$ cat src/pba_pkg.sv
// shared types, constants and helpers of the page block allocator
package pba_pkg;

	localparam int MAX_TENANTS = 8;
	localparam int MAX_PINS    = 10;
	localparam int MAX_PAGES   = 256;

	localparam int TID_W = $clog2(MAX_TENANTS);
	localparam int PIN_IW = $clog2(MAX_PINS);
	localparam int PIN_CW = $clog2(MAX_PINS + 1);
	localparam int PG_W = 9;
	localparam int EVC_W = 4;
	localparam int CFG_IDX_W = 2;

	// operation codes
	localparam logic [2:0] OP_FIND   = 3'd0;
	localparam logic [2:0] OP_TOUCH  = 3'd1;
	localparam logic [2:0] OP_PUT    = 3'd2;
	localparam logic [2:0] OP_ALLOC  = 3'd3;
	localparam logic [2:0] OP_PIN    = 3'd4;
	localparam logic [2:0] OP_UNPIN  = 3'd5;
	localparam logic [2:0] OP_READ   = 3'd6;
	localparam logic [2:0] OP_FORMAT = 3'd7;

	// configuration register indexes
	localparam logic [CFG_IDX_W-1:0] CFG_REGION_BASE = 2'd0;
	localparam logic [CFG_IDX_W-1:0] CFG_PAGE_SHIFT  = 2'd1;
	localparam logic [CFG_IDX_W-1:0] CFG_NUM_PAGES   = 2'd2;

	// controller to datapath commands
	typedef struct packed {
		logic load;
		logic exec;
		logic scan_init;
		logic scan_step;
		logic evict_init;
		logic evict_step;
		logic evict_apply;
		logic fin_ok;
		logic out_load;
	} ctrl_cmd_t;

	// datapath to controller status
	typedef struct packed {
		logic is_alloc;
		logic alloc_bad;
		logic scan_hit;
		logic scan_end;
		logic evict_last;
		logic have_victim;
	} dp_status_t;

	// page index of a byte address within the region
	function automatic logic [31:0] page_index(input logic [31:0] addr,
		input logic [31:0] base, input logic [4:0] sh);
		page_index = (addr - base) >> sh;
	endfunction

endpackage

$ cat src/pba_ctrl.sv
// sequencing state machine of the page block allocator
module pba_ctrl (
	input  logic                   clk,
	input  logic                   arst_n,
	input  logic                   in_valid,
	output logic                   in_ready,
	output logic                   out_valid,
	input  logic                   out_ready,
	input  pba_pkg::dp_status_t    st,
	output pba_pkg::ctrl_cmd_t     cmd
);
	import pba_pkg::*;

	typedef enum logic [5:0] {
		S_IDLE  = 6'b000001,
		S_EXEC  = 6'b000010,
		S_SCAN  = 6'b000100,
		S_EVICT = 6'b001000,
		S_APPLY = 6'b010000,
		S_DONE  = 6'b100000
	} state_t;

	state_t state_q, state_d;
	logic out_valid_q;
	logic out_free;

	assign out_free = !out_valid_q || out_ready;
	assign in_ready = (state_q == S_IDLE);
	assign out_valid = out_valid_q;

	// next state and commands
	always_comb begin
		state_d = state_q;
		cmd = '0;
		unique case (state_q)
			S_IDLE: begin
				if (in_valid) begin
					cmd.load = 1'b1;
					state_d = S_EXEC;
				end
			end
			S_EXEC: begin
				if (!st.is_alloc) begin
					cmd.exec = 1'b1;
					state_d = S_DONE;
				end else if (st.alloc_bad) begin
					state_d = S_DONE;
				end else begin
					cmd.scan_init = 1'b1;
					state_d = S_SCAN;
				end
			end
			S_SCAN: begin
				if (st.scan_hit) begin
					cmd.fin_ok = 1'b1;
					state_d = S_DONE;
				end else if (st.scan_end) begin
					cmd.evict_init = 1'b1;
					state_d = S_EVICT;
				end else begin
					cmd.scan_step = 1'b1;
				end
			end
			S_EVICT: begin
				cmd.evict_step = 1'b1;
				if (st.evict_last) begin
					state_d = S_APPLY;
				end
			end
			S_APPLY: begin
				cmd.evict_apply = 1'b1;
				if (st.have_victim) begin
					cmd.scan_init = 1'b1;
					state_d = S_SCAN;
				end else begin
					state_d = S_DONE;
				end
			end
			S_DONE: begin
				if (out_free) begin
					cmd.out_load = 1'b1;
					state_d = S_IDLE;
				end
			end
			default: begin
				state_d = S_IDLE;
			end
		endcase
	end

	// state and output valid
	always_ff @(posedge clk or negedge arst_n) begin
		if (!arst_n) begin
			state_q <= S_IDLE;
			out_valid_q <= 1'b0;
		end else begin
			state_q <= state_d;
			if (cmd.out_load) begin
				out_valid_q <= 1'b1;
			end else if (out_ready) begin
				out_valid_q <= 1'b0;
			end
		end
	end

`ifndef SYNTHESIS
	a_onehot: assert property (@(posedge clk) disable iff (!arst_n) $onehot(state_q))
		else $error("state register not one-hot");
	a_accept_exec: assert property (@(posedge clk) disable iff (!arst_n)
		in_valid && in_ready |=> state_q == S_EXEC)
		else $error("accepted word not executed");
	a_done_out: assert property (@(posedge clk) disable iff (!arst_n)
		state_q == S_DONE && out_free |=> state_q == S_IDLE && out_valid_q)
		else $error("finished word not presented");
`endif

endmodule

$ cat config.mk
export PLATFORM = sky130hd
export DESIGN_NAME = pba_ctrl
export DESIGN_NICKNAME = d
export VERILOG_FILES = /design/src/pba_pkg.sv /design/src/pba_ctrl.sv
export SDC_FILE = /design/constraint.sdc
export NUM_CORES = 1
export LEC_CHECK = 0
export ABC_CLOCK_PERIOD_IN_PS = 5090
export BUFFER_PORTS_ARGS = -buffer_cell sky130_fd_sc_hd__clkbuf_2
export CAP_MARGIN = 20
export CORE_AREA = 8 8 45 47
export CTS_CLUSTER_DIAMETER = 50
export DETAILED_ROUTE_END_ITERATION = 10
export DIE_AREA = 0 0 53 55
export PLACE_DENSITY = 0.68
export SKIP_LAST_GASP = 1
export SLEW_MARGIN = 15
export SYNTH_ARGS = -nofsm -noshare
export SYNTH_HDL_FRONTEND = slang
export SYNTH_SLANG_ARGS = --single-unit
$ cat constraint.sdc
create_clock -name clk -period 5.09 [get_ports clk]
set_input_delay 1.018 -clock clk [delete_from_list [all_inputs] [get_ports clk]]
set_output_delay 1.018 -clock clk [all_outputs]
set_load 0.05 [all_outputs]
==> reports/results.ini <==
[timing]
max_freq_ghz = 0.320
setup_viol = 0
fin_setup_tns_ps = 0
relSlewSlack = 0.684
finalCritPeriodShare = 0.614
min_period_ps = 3130
hold_viol_final = 0
clock_skew_ps = 3.31
slew_violations = 0
tightest_slew_ps = 469
rsz0062_at_grt = no

[synth]
synth-edff-count = 0
avgSynthCellArea_sq_um = 8.93
netlist_instances = 51
synthMostInstantiatedCell = dfrtp_1
synth_top_area_cell = dfrtp_1
synth-main-ff-cell = dfrtp_1
netlist_area_sq_um = 455
ys_ff_latch = 7
synth_top_area_share = 0.330
synth-seq-area-share = 0.387
synth_area_leaders = dfrtp_1 33%, dfstp_2 5.8%, nor3b_1 4.9%
synth_cell_types = 32
synth_commonest_cells = 6 x dfrtp_1, 4 x nor2_1, 3 x inv_1, 3 x nor3b_1, 3 x o21ai_0
yosysWarningCount = 0
syn_nets = 61
synth-async-reset-ratio = 1.00

[clock_network]
hold_buffers = 0
cts_post_setup_buffers_inserted = 0
cts_resized = 0
htreeDepth = 1
clockBufferDepth = 2
clk_pin_slew_ps = 60
cts_tree = yes
root_buffer = clkbuf_4
cts_buffers = 3
clock_latency_ps = 250
cts.sinks = 7

[setup_path]
startpoint_type = flip-flop
crit_fanout = 4
worstPathCellList = or4_4 -> or3b_4 -> nor2_4 -> a21o_1 -> clkbuf_2
critPathSlowestCell = or4_4
max_stage_delay_ps = 560
arrival_ps = 2110
reg2reg_setup_slack_ps = 3380
endpoint_kind = output port
crit_type = flip-flop to output port
crit_required_ps = 4070

[grt]
grt-ovfl-total = 0
antenna_found_initial = 0
grt_pass1_wl_mm = 1.91
grt_pass1_vias = 440
grt_max_degree = 9
grt_usage = 0.0922

[routing]
ant_nets = 0
drc = 0
drt-initial-drc-count = 7
routed_via_density = 5.21
dr.pass1.iters = 4
num_vias = 464
totalWireLength_mm = 1.19
wire_per_inst_um = 13.4

[run]
cap_violations = 0

[placement]
gp_congestion = 0.810
io_buffers = 20
place_hpwl_um = 984

[cells_and_area]
fillers = 147
regArea_sq_um = 176
area_growth_pct = 30.5
antenna_cells = 0
multiInputGateArea_sq_um = 259
num-nets-final = 84
drive_above_1_share = 0.384
final_util = 0.429

[hold_path]
hold_path.class = input pin to async pin

[die]
die_h_um = 55
core_sq_um = 1380
start_util = 0.329
io_pins = 21
dieArea_sq_um = 2920
die_w_um = 53
rows = 14

[pwr]
power_uw = 277
ir_drop_uv = 255
leakage_uw = 0.000333
power_density_nw_per_um2 = 466

[run_status]
status = finished clean

## path summary, 6_finish.rpt
| check | cells after the start | startpoint | end |
|---|---|---|---|
| setup / recovery | 5 | state_q[2] | cmd[6] |
| min in group clk | 2 | state_q[5] | out_valid |
| hold / removal | 1 | arst_n | state_q[4] |
| hold reg to reg | 2 | state_q[5] | out_valid |
| setup reg to reg | 4 | state_q[2] | state_q[0] |
| max in group asynchronous | 1 | arst_n | state_q[0] |
## flip-flops by register name, indices dropped and copies added, names as in the netlist
signal,count
state_q,6
out_valid,1
## per-stage QoR
stage                     instances  hold slack, ps  cell area [sq um]  setup WS, ps
after floorplan                  51             582                455          1290
after global placement           85             622                567          2240
after detailed placement         85             644                567          2240
after CTS                        89             591                594          1950
after global routing             89             585                594          1790
final                            89             589                594          1960
## layout by cell type (no fill, tap or decap), drive strengths merged, types with 2 or more instances in the layout
cell,n
inv,3
clkbuf,23
nand2,2
nor3,2
nor3b,3
and2,2
nor2b,2
o21ai,3
nor2,5
and3,2
dfrtp,6
## final cells by class
cell class              instances  area share
clock buffers                   3      0.0379
clock inverters                 1     0.00842
inverters                       3      0.0189
multi-input cells              39       0.436
flip-flops and latches          7       0.297
well taps                      16      0.0337
repair buffers                 20       0.168
## layer usage
| metal | vias up | share of wire | track usage |
|---|---|---|---|
| li1 | 227 | - | - |
| met1 | 216 | 0.40 | 0.100 |
| met2 | 19 | 0.48 | 0.143 |
| met3 | 2 | 0.10 | 0.0561 |
| met4 | 0 | 0.016 | 0.0388 |
| met5 | - | 0 | 0 |
## critical path: cells and delay by family (launching register included)
family | cells | cell delay, ps
AO/OA/AOI/OAI | 1 | 80
buffers and inverters | 1 | 260
flip-flops | 1 | 400
AND/OR/NAND/NOR | 3 | 1110
## cells by family (layout without fill, tap and decap cells)
group | count (synthesis) | count (layout) | synth area share
AND/OR/NAND/NOR | 28 | 28 | 0.401
AO/OA/AOI/OAI | 10 | 10 | 0.148
flip-flops | 7 | 7 | 0.387
buffers and inverters | 5 | 27 | 0.0439
XOR/XNOR | 1 | 1 | 0.0192
## where the power goes
part | internal, uW | switching [uW] | leakage (uW)
combinational | 47.3 | 88.6 | 0.000222
sequential | 70.3 | 19.0 | 0.0000930
clock | 28.8 | 22.7 | 0.0000177
Power figures use the tool's default switching activity.
